[config.mk]
export PLATFORM = sky130hd
export DESIGN_NAME = edge_level_interrupt_controller_flat
export DESIGN_NICKNAME = d
export VERILOG_FILES = /design/src/hdl/elic_pkg.sv /design/src/hdl/elic_if.sv /design/src/hdl/edge_level_interrupt_controller.sv /design/src/flat_wrapper.sv
export VERILOG_INCLUDE_DIRS = /design/src /design/src/hdl
export SDC_FILE = /design/constraint.sdc
export NUM_CORES = 1
export LEC_CHECK = 0
export BUFFER_PORTS_ARGS = -buffer_cell sky130_fd_sc_hd__buf_2
export CAP_MARGIN = 20
export CORE_ASPECT_RATIO = 1.2
export CORE_UTILIZATION = 40
export DETAILED_ROUTE_END_ITERATION = 16
export PLACE_DENSITY_LB_ADDON = 0.08
export SYNTH_ARGS = -nofsm -noshare
export SYNTH_HDL_FRONTEND = slang
export SYNTH_SLANG_ARGS = --single-unit
[constraint.sdc]
create_clock -name clk -period 2.6 [get_ports clk]
set_input_delay 0.26 -clock clk [delete_from_list [all_inputs] [get_ports clk]]
set_output_delay 0.26 -clock clk [all_outputs]
set_load 0.02 [all_outputs]
[src/hdl/edge_level_interrupt_controller_assert.svh]
// Assertion macros shared by the interrupt controller RTL.
`ifndef EDGE_LEVEL_INTERRUPT_CONTROLLER_ASSERT_SVH
`define EDGE_LEVEL_INTERRUPT_CONTROLLER_ASSERT_SVH
`ifndef SYNTHESIS
// Property that must hold at every clock edge outside reset.
`define ELIC_ASSERT(label, clk, rst_n, prop) \
    label: assert property (@(posedge clk) disable iff (!rst_n) (prop)) \
        else $error("assertion failed");
// Same-cycle implication outside reset.
`define ELIC_ASSERT_IMPL(label, clk, rst_n, ante, cons) \
    label: assert property (@(posedge clk) disable iff (!rst_n) (ante) |-> (cons)) \
        else $error("assertion failed");
// Next-cycle implication outside reset.
`define ELIC_ASSERT_NEXT(label, clk, rst_n, ante, cons) \
    label: assert property (@(posedge clk) disable iff (!rst_n) (ante) |=> (cons)) \
        else $error("assertion failed");
`else
`define ELIC_ASSERT(label, clk, rst_n, prop)
`define ELIC_ASSERT_IMPL(label, clk, rst_n, ante, cons)
`define ELIC_ASSERT_NEXT(label, clk, rst_n, ante, cons)
`endif
`endif

[src/hdl/elic_pkg.sv]
// Package: codes, constants and helpers of the interrupt controller.
`default_nettype none
package elic_pkg;

    // Transaction kinds
    localparam logic [1:0] ACT_READ  = 2'd0;
    localparam logic [1:0] ACT_WRITE = 2'd1;
    localparam logic [1:0] ACT_LINE  = 2'd2;

    // Register selects
    localparam logic [1:0] REG_EVENTS = 2'd0;
    localparam logic [1:0] REG_MASK   = 2'd1;
    localparam logic [1:0] REG_CLEAR  = 2'd2;
    localparam logic [1:0] REG_LEVELS = 2'd3;

    // Mask bit 31 selects emulated mode; raw bit 7 requests a full clear
    localparam int          MODE_BIT   = 31;
    localparam int          RAW_CLEAR  = 7;
    localparam logic [31:0] CLEAR_MASK = 32'h7FFF_FFFF;

    typedef logic [31:0] word_t;

    // Bus byte lanes are reversed
    function automatic word_t swap_bytes(input word_t v);
        swap_bytes = {v[7:0], v[15:8], v[23:16], v[31:24]};
    endfunction

endpackage
`default_nettype wire

[src/hdl/elic_if.sv]
// Handshake interfaces for the request and response channels.
`default_nettype none
interface elic_cmd_if;
    logic        valid;
    logic        ready;
    logic [1:0]  action;
    logic [1:0]  reg_select;
    logic [31:0] write_data;
    logic [4:0]  line_index;
    logic        line_level;

    modport source (output valid, action, reg_select, write_data, line_index, line_level,
                    input ready);
    modport sink   (input valid, action, reg_select, write_data, line_index, line_level,
                    output ready);
endinterface

interface elic_rsp_if;
    logic        valid;
    logic        ready;
    logic [31:0] read_data;
    logic        cpu_irq;

    modport source (output valid, read_data, cpu_irq, input ready);
    modport sink   (input valid, read_data, cpu_irq, output ready);
endinterface
`default_nettype wire

[src/hdl/edge_level_interrupt_controller.sv]
// 32-line interrupt controller with event, mask and level registers.
//
// Usage: one request channel (cmd) carries register reads, register writes
// and interrupt line changes; one response channel (rsp) returns exactly one
// transaction per request, holding the byte-swapped read data (zero for
// anything but a read) and the CPU interrupt state after the request.
// A request accepted at a clock edge has its response valid from the next cycle.
// Throughput: one request per cycle while rsp.ready is high, set by the single
// response register; the state update is a few bitwise operations on the current
// register values, so consecutive requests see each other's effects at once.
// Stall: cmd.ready is high whenever the response register is empty or is
// being taken in the same cycle, so a stalled receiver stops new requests
// after one response is held; the held response does not change.
// Reset: rst_n clears the event, mask and level words, the CPU latch and
// the response valid flag. There is no clearing pass.
`default_nettype none
`include "edge_level_interrupt_controller_assert.svh"
module edge_level_interrupt_controller (
    input  wire logic     clk,
    input  wire logic     rst_n,
    elic_cmd_if.sink      cmd,
    elic_rsp_if.source    rsp
);

    elic_pkg::word_t event_reg, event_next;
    elic_pkg::word_t mask_reg,  mask_next;
    elic_pkg::word_t level_reg, level_next;
    logic            latch_reg, latch_next;
    logic            rsp_valid_reg;
    elic_pkg::word_t rdata_reg, rdata_next;
    logic            irq_reg;

    logic            accept;
    elic_pkg::word_t line_bit;
    elic_pkg::word_t swapped;
    elic_pkg::word_t ev_tmp;
    logic            mode;

    assign accept    = cmd.valid && cmd.ready;
    assign cmd.ready = !rsp_valid_reg || rsp.ready;
    assign line_bit  = elic_pkg::word_t'(1) << cmd.line_index;
    assign swapped   = elic_pkg::swap_bytes(cmd.write_data);
    assign mode      = mask_reg[elic_pkg::MODE_BIT];

    // Next state and response data for the current request
    always_comb
    begin
        event_next = event_reg;
        mask_next  = mask_reg;
        level_next = level_reg;
        latch_next = latch_reg;
        rdata_next = '0;
        ev_tmp     = event_reg;
        case (cmd.action)
            elic_pkg::ACT_READ:
            begin
                unique case (cmd.reg_select)
                    elic_pkg::REG_EVENTS: rdata_next = elic_pkg::swap_bytes(event_reg);
                    elic_pkg::REG_MASK:   rdata_next = elic_pkg::swap_bytes(mask_reg);
                    elic_pkg::REG_LEVELS: rdata_next = elic_pkg::swap_bytes(level_reg);
                    default:              rdata_next = '0;
                endcase
            end
            elic_pkg::ACT_WRITE:
            begin
                unique case (cmd.reg_select)
                    elic_pkg::REG_MASK: mask_next = swapped;
                    elic_pkg::REG_CLEAR:
                    begin
                        // full clear when emulated and raw bit 7 set, else selective (bit 31 kept)
                        if (mode && cmd.write_data[elic_pkg::RAW_CLEAR])
                            ev_tmp = '0;
                        else
                            ev_tmp = event_reg & ~(swapped & elic_pkg::CLEAR_MASK);
                        event_next = ev_tmp;
                        if (ev_tmp == '0)
                            latch_next = 1'b0;
                    end
                    default: ;
                endcase
            end
            elic_pkg::ACT_LINE:
            begin
                // native mode: rising edge sets the bit, else clears it; emulated: any report sets
                if (mode || (cmd.line_level && ((level_reg & line_bit) == '0)))
                    ev_tmp = event_reg | line_bit;
                else
                    ev_tmp = event_reg & ~line_bit;
                ev_tmp     = ev_tmp & mask_reg;
                event_next = ev_tmp;
                level_next = cmd.line_level ? (level_reg | line_bit) : (level_reg & ~line_bit);
                if (ev_tmp != '0)
                    latch_next = 1'b1;
            end
            default: ;
        endcase
    end

    // Controller state
    always_ff @(posedge clk or negedge rst_n)
    begin
        if (!rst_n)
        begin
            event_reg <= '0;
            mask_reg  <= '0;
            level_reg <= '0;
            latch_reg <= 1'b0;
        end
        else if (accept)
        begin
            event_reg <= event_next;
            mask_reg  <= mask_next;
            level_reg <= level_next;
            latch_reg <= latch_next;
        end
    end

    // Response valid flag
    always_ff @(posedge clk or negedge rst_n)
    begin
        if (!rst_n)
            rsp_valid_reg <= 1'b0;
        else if (accept)
            rsp_valid_reg <= 1'b1;
        else if (rsp.ready)
            rsp_valid_reg <= 1'b0;
    end

    // Response payload
    always_ff @(posedge clk)
    begin
        if (accept)
        begin
            rdata_reg <= rdata_next;
            irq_reg   <= latch_next;
        end
    end

    assign rsp.valid     = rsp_valid_reg;
    assign rsp.read_data = rdata_reg;
    assign rsp.cpu_irq   = irq_reg;

    // Checks
    `ELIC_ASSERT_NEXT(a_irq_matches_latch, clk, rst_n, accept, rsp.cpu_irq == latch_reg)
    `ELIC_ASSERT_NEXT(a_clear_drops_latch, clk, rst_n,
        accept && cmd.action == elic_pkg::ACT_WRITE && cmd.reg_select == elic_pkg::REG_CLEAR,
        event_reg != '0 || !latch_reg)
    `ELIC_ASSERT_IMPL(a_latch_rise_on_line, clk, rst_n, $rose(latch_reg),
        $past(accept) && $past(cmd.action) == elic_pkg::ACT_LINE)
    `ELIC_ASSERT_NEXT(a_levels_only_on_line, clk, rst_n,
        !(accept && cmd.action == elic_pkg::ACT_LINE), $stable(level_reg))

endmodule
`default_nettype wire
[src/flat_wrapper.sv]
// flat-port wrapper written by rule: the top's interface ports become plain ports
module edge_level_interrupt_controller_flat 
  (clk, rst_n, cmd_valid, cmd_action, cmd_reg_select, cmd_write_data, cmd_line_index, cmd_line_level, cmd_ready, rsp_valid, rsp_read_data, rsp_cpu_irq, rsp_ready);
  elic_cmd_if cmd_i ();
  elic_rsp_if rsp_i ();
  input  wire logic clk;
  input  wire logic rst_n;
  input wire logic [$bits(cmd_i.valid)-1:0] cmd_valid;
  input wire logic [$bits(cmd_i.action)-1:0] cmd_action;
  input wire logic [$bits(cmd_i.reg_select)-1:0] cmd_reg_select;
  input wire logic [$bits(cmd_i.write_data)-1:0] cmd_write_data;
  input wire logic [$bits(cmd_i.line_index)-1:0] cmd_line_index;
  input wire logic [$bits(cmd_i.line_level)-1:0] cmd_line_level;
  output wire logic [$bits(cmd_i.ready)-1:0] cmd_ready;
  output wire logic [$bits(rsp_i.valid)-1:0] rsp_valid;
  output wire logic [$bits(rsp_i.read_data)-1:0] rsp_read_data;
  output wire logic [$bits(rsp_i.cpu_irq)-1:0] rsp_cpu_irq;
  input wire logic [$bits(rsp_i.ready)-1:0] rsp_ready;
  assign cmd_i.valid = cmd_valid;
  assign cmd_i.action = cmd_action;
  assign cmd_i.reg_select = cmd_reg_select;
  assign cmd_i.write_data = cmd_write_data;
  assign cmd_i.line_index = cmd_line_index;
  assign cmd_i.line_level = cmd_line_level;
  assign cmd_ready = cmd_i.ready;
  assign rsp_valid = rsp_i.valid;
  assign rsp_read_data = rsp_i.read_data;
  assign rsp_cpu_irq = rsp_i.cpu_irq;
  assign rsp_i.ready = rsp_ready;
  edge_level_interrupt_controller u_core (.clk(clk), .rst_n(rst_n), .cmd(cmd_i), .rsp(rsp_i));
endmodule
# ---- Word level (Yosys, flattened, before mapping)
# Index checks and enable logic that the tools add are counted.
dict set report word_totals {
  elab_cells 54
  reg_bits 131
  output_inout_bits 35
  input_bits 46
}
dict set report op_classes {
  shift 1
  n_reduce_logical 16
  n_mux 15
  n_eq_ne 6
  bitwise_logic 9
}
# op n
set ops {}
lappend ops {{$mux W32} 7}
lappend ops {{$and A32 B32 Y32} 5}
lappend ops {{$pmux W32 S3} 1}
lappend ops {{$logic_not A32 Y1} 2}
lappend ops {{$or A32 B32 Y32} 2}
lappend ops {{$pmux W32 S2} 1}
lappend ops {{$not A31 Y32} 1}
lappend ops {{$not A32 Y32} 1}
lappend ops {{$reduce_bool A32 Y1} 1}
lappend ops {{$shl A1 B5 Y32 const A} 1}
lappend ops {{$eq A2 B2 Y1 const B} 3}
lappend ops {{$reduce_and A3 Y1} 2}
lappend ops {{$mux W1} 5}
lappend ops {{$eq A2 B1 Y1 const B} 2}
lappend ops {{$logic_not A2 Y1} 2}
lappend ops {{$reduce_bool A2 Y1} 2}
lappend ops {{$logic_and A1 B1 Y1} 3}
lappend ops {{$logic_or A1 B1 Y1} 2}
lappend ops {{$ne A2 B1 Y1 const B} 1}
lappend ops {{$pmux W1 S2} 1}
lappend ops {{$reduce_and A2 Y1} 1}
lappend ops {{$logic_not A1 Y1} 1}

# ---- Longest topological paths before layout
dict set report logic_depth {
  word_depth 11
  mapped_depth 13
  depth_no_buf 10
}

# ---- Worst setup path before layout
# No wires, ideal clock.
dict set report synth_timing {
  path_kind {input to register}
  from {in cmd_line_index[2]}
  to {reg u_core.irq_reg (netlist: u_core.rsp.cpu_irq), data pin}
  setup_ns 0.259
  n_path_buf 3
  setup_slack_ns -0.317
  t_arrival_ns 2.659
  required_time_ns 2.341
  path_stages 13
  cell_sequence {buf_6 > or3b_1 > buf_6 > o32ai_4 > a21oi_2 > o211ai_2 > or2_1 > buf_6 > a31oi_1 > or4_1 > nor4b_1 > and3_1 > o21bai_1}
}
dict set report synth_via {
  elab_chain_cells 11
}
# element line
set synth_rtl {}
lappend synth_rtl {{start, declared} flat_wrapper.sv:12} ;# input wire logic [$bits(cmd_i.line_index)-1:0] cmd_line_index;
lappend synth_rtl {{$shl A1 B5 Y32 (*)} edge_level_interrupt_controller.sv:41} ;# assign line_bit = elic_pkg::word_t'(1) << cmd.line_index;
lappend synth_rtl {{$and A32 B32 Y32} edge_level_interrupt_controller.sv:85} ;# if (mode || (cmd.line_level && ((level_reg & line_bit) == '0)))
lappend synth_rtl {{$logic_not A32 Y1} edge_level_interrupt_controller.sv:85}
lappend synth_rtl {{$logic_and A1 B1 Y1} edge_level_interrupt_controller.sv:85}
lappend synth_rtl {{$logic_or A1 B1 Y1} edge_level_interrupt_controller.sv:85}
lappend synth_rtl {{$mux W32 (*)} edge_level_interrupt_controller.sv:85}
lappend synth_rtl {{$mux W32 (*)} edge_level_interrupt_controller.sv:54} ;# case (cmd.action)
lappend synth_rtl {{$and A32 B32 Y32 (*)} edge_level_interrupt_controller.sv:89} ;# ev_tmp = ev_tmp & mask_reg;
lappend synth_rtl {{$reduce_bool A32 Y1 (*)} edge_level_interrupt_controller.sv:92} ;# if (ev_tmp != '0)
lappend synth_rtl {{$mux W1 (*)} edge_level_interrupt_controller.sv:92}
lappend synth_rtl {{$pmux W1 S2 (*)} edge_level_interrupt_controller.sv:54}
lappend synth_rtl {{via u_core.latch_next} edge_level_interrupt_controller.sv:28} ;# logic latch_reg, latch_next;
lappend synth_rtl {{end signal, assigned} edge_level_interrupt_controller.sv:135} ;# irq_reg <= latch_next;
lappend synth_rtl {{end, declared} edge_level_interrupt_controller.sv:31} ;# logic irq_reg;
# The timed path passes the listed nets; every way through them passes the cells marked *. The select of a mux whose other input is x is not followed.
# A chain may end at the register's enable or synchronous reset.

==> load_flow_metrics.sql <==
INSERT INTO impl_metrics (metric_group, metric, value, unit) VALUES
('timing', 'final_period_minus_worst_setup_slack', '2820', 'ps'),
('logic_synthesis', 'synth-edff-count', '33', ''),
('logic_synthesis', 'synth_cell_type_count', '59', ''),
('cts', 'number_of_buffers_inserted_during_clock_tree_synthesis', '17', ''),
('timing', 'finalWorstSetupSlack', '-225', 'ps'),
('drt', 'routed_wirelength_normalized_by_instance_count', '22.6', 'µm'),
('outcome', 'failed_checks', 'setup timing', ''),
('floorplanning', 'dieArea', '19100', 'µm²'),
('grt', 'global_route_wire_length_before_repair', '41700', 'µm'),
('run', 'max_cap_viol_count', '0', ''),
('floorplanning', 'initial_utilization', '0.409', ''),
('logic_synthesis', 'synth_flop_cell', 'dfrtp_1', ''),
('floorplanning', 'floorplan.die.width', '126', 'µm'),
('worst_setup_path', 'sort_of_element_at_the_end_of_the_critical_path', 'flip-flop', ''),
('logic_synthesis', 'syn-num-nets', '855', ''),
('final_layout', 'layout-drive-gt1-share', '0.310', ''),
('timing', 'hold_viol_final', '0', ''),
('cts', 'cts_root_buffer', 'clkbuf_16', ''),
('pwr', 'peakVddDrop', '0.471', 'mV'),
('timing', 'clock.fmax', '354', 'MHz'),
('cts', 'clkTransAtPathRegs', '60', 'ps'),
('grt', 'globalRouteTotalUtil', '0.300', ''),
('logic_synthesis', 'synth.yosys.warnings', '0', ''),
('cts', 'max-clock-path-buffers', '2', ''),
('drt', 'routed-via-count', '7193', ''),
('floorplanning', 'core', '18200', 'µm²'),
('timing', 'slew_viol_final', '0', ''),
('worst_setup_path', 'crit_path_max_fanout', '5', ''),
('worst_hold_path', 'holdCritPathClass', 'in -> reg', ''),
('logic_synthesis', 'synth-seq-cells', '131', ''),
('floorplanning', 'floorplan.rows', '54', ''),
('final_layout', 'layout.cells.non_filler', '1236', ''),
('placed_design', 'dp_hpwl', '20800', 'µm'),
('pwr', 'pwr_density_cell', '605', 'nW/µm²'),
('logic_synthesis', 'postSynth.asyncResetShare', '0.748', ''),
('worst_setup_path', 'path_class', 'reg -> reg', ''),
('pwr', 'static-leakage-power', '4.36', 'nW'),
('timing', 'grt_setup_unrepaired', 'true', ''),
('outcome', 'outcome', 'finished with violations', ''),
('drt', 'detail-route-antenna-nets', '0', ''),
('final_layout', 'num-fill-cells', '1703', ''),
('grt', 'gr-total-overflow', '0', ''),
('logic_synthesis', 'synth.cell_area', '7430', 'µm²'),
('logic_synthesis', 'synth_top_cell_by_area', 'dfrtp_1', ''),
('cts', 'clock-sinks', '131', ''),
('final_layout', 'seq_area', '3440', 'µm²'),
('grt', 'first_global_vias', '7004', ''),
('logic_synthesis', 'top_cells_by_area_in_the_synthesized_netlist', 'dfrtp_1 (33%), edfxtp_1 (13%), o21ai_0 (9.6%), mux2i_1 (5.0%), nand2_1 (4.4%)', ''),
('timing', 'transition_time_of_the_tightest_slew_check_pin', '876', 'ps'),
('grt', 'antenna_found_initial', '1', ''),
('timing', 'layout_worst_path_cycle_share', '1.09', ''),
('timing', 'timing.final.setup_violations', '2', ''),
('timing', 'clock_skew', '7.62', 'ps'),
('timing', 'fin_hold_ws', '40.1', 'ps'),
('final_layout', 'layout_commonest_cell', 'buf_4', ''),
('timing', 'relSlewSlack', '0.416', ''),
('placed_design', 'globalplace.congestion', '0.950', ''),
('logic_synthesis', 'syn_area_per_cell', '9.21', 'µm²'),
('drt', 'drt_iter0_drc', '561', ''),
('worst_setup_path', 'worstPathArrival', '3010', 'ps'),
('logic_synthesis', 'yosys.area.top_type_share', '0.330', ''),
('drt', 'route.detailed.drc', '0', ''),
('final_layout', 'layout_common_cells', 'buf_4 (151), o21ai_0 (143), dfrtp_1 (98)', ''),
('grt', 'grt_start_max_net_pins', '51', ''),
('placed_design', 'port_bufs', '80', ''),
('drt', 'viasPerCell', '5.82', ''),
('cts', 'clk-insertion-delay-late', '430', 'ps'),
('final_layout', 'multi_input_area', '3710', 'µm²'),
('placed_design', 'placed_cells', '1190', ''),
('worst_setup_path', 'crit_path_start_kind', 'flip-flop', ''),
('final_layout', 'syn2layout_area_growth', '32.4', '%'),
('floorplanning', 'pin_count', '81', ''),
('drt', 'routed_wirelength', '27900', 'µm'),
('cts', 'clock_tree_from_tritoncts', 'yes', ''),
('logic_synthesis', 'postSynthCellCount', '806', ''),
('cts', 'cts_max_level', '4', ''),
('final_layout', 'num-nets-final', '1047', ''),
('timing', 'final_total_negative_setup_slack', '-413', 'ps'),
('logic_synthesis', 'seq_area_frac_synth', '0.464', ''),
('drt', 'detail_route.first_pass.iterations', '5', ''),
('worst_setup_path', 'crit_required', '2780', 'ps'),
('pwr', 'design_power_total', '0.00595', 'W'),
('floorplanning', 'vertical_die_dimension', '151', 'µm');
==> report_power, final <==
group          total (W)  internal [W]  switching [W]  leakage [nW]
logic            0.00103      0.000435       0.000591          2.43
clock network    0.00244       0.00150       0.000948         0.293
registers        0.00248       0.00230       0.000179          1.63
==> cells in the mapped netlist, drive strengths merged, types with 3 or more instances <==
library cell / n
a22o: 15
o211ai: 3
and2: 37
mux2i: 37
clkbuf: 53
nand2b: 8
a21oi: 15
nand3: 14
a211oi: 7
edfxtp: 33
a21o: 8
o21ai: 143
o31ai: 33
mux2: 19
nor2b: 5
a32o: 8
buf: 11
a221oi: 7
nand4: 5
dfrtp: 98
nor3: 5
or3b: 3
o21a: 3
nor3b: 3
nand2: 88
a31oi: 12
inv: 39
o22ai: 8
nand3b: 7
nor4: 4
or3: 3
a311oi: 3
nor2: 36
o21bai: 3
ha: 3
and3: 5
==> logic make-up after synthesis <==
kind of cell / Yosys count / share of synthesized area
AND/OR/NAND/NOR: 231 / 0.155
multiplexers: 56 / 0.0787
buffers and inverters: 103 / 0.0559
flip-flops: 131 / 0.464
AO/OA/AOI/OAI: 282 / 0.241
adder cells (fa/ha/maj): 3 / 0.00506
==> layout make-up <==
type                       count  share of cell area
tap                          224              0.0285
multi-input combinational    572               0.377
inverter                      39              0.0149
sequential                   131               0.350
timing repair buffer         237               0.168
clock buffer                  21              0.0480
clock inverter                11              0.0127
antenna                        1            0.000255
==> critical path: stages (launching register included) <==
cell and delay, ps:
dfrtp_1 350, or3b_4 380, a21oi_2 150, o32ai_2 110
o2111ai_2 140, buf_4 180, nor2_2 60, buf_6 120
buf_4 130, a31oi_4 130, o211ai_1 120, nor4_2 390
and3_4 250, o21bai_1 70
==> routing by layer <==
metal | GRT usage | share of wire | vias to the layer above
met2 | 0.496 | 0.48 | 239
met4 | 0.117 | 0.027 | 0
met5 | 0 | 0 | -
li1 | - | - | 3333
met1 | 0.396 | 0.45 | 3572
met3 | 0.0452 | 0.048 | 49
==> path summary, 6_finish.rpt <==
path                                      from                          to  slack [ps]  depth (start not counted)
max                                  flip-flop          u_core.rsp.cpu_irq        -220                         13
min                                  cmd_valid            u_core.rsp.valid          40                          2
max reg2reg                          flip-flop          u_core.rsp.cpu_irq        -220                         13
min reg2reg                u_core.mask_reg[19]         u_core.mask_reg[19]         520                          2
max in group asynchronous                rst_n  asynchronous set/reset pin        1590                          3
min in group asynchronous                rst_n         u_core.mask_reg[18]         220                          2
==> through the flow <==
stage	setup WS, ps	area (µm²)	util
2_1_floorplan	-238	7430	-
3_3_place_gp	-711	8990	0.494
3_5_place_dp	-677	8990	0.494
4_1_cts	-193	9740	0.536
5_1_grt	-306	9830	0.541
6_report	-225	9830	0.541
==> timing repair <==
item / in CTS / in global routing
buffers inserted: 8 / 5
endpoints found under the hold margin: 21 / 0
pin swaps: 14 / 8
resized for setup: 19 / 8
setup endpoints to repair: 4 / 10
hold buffers: 1 / 0
No activity file was read; power rests on OpenSTA's default activity.
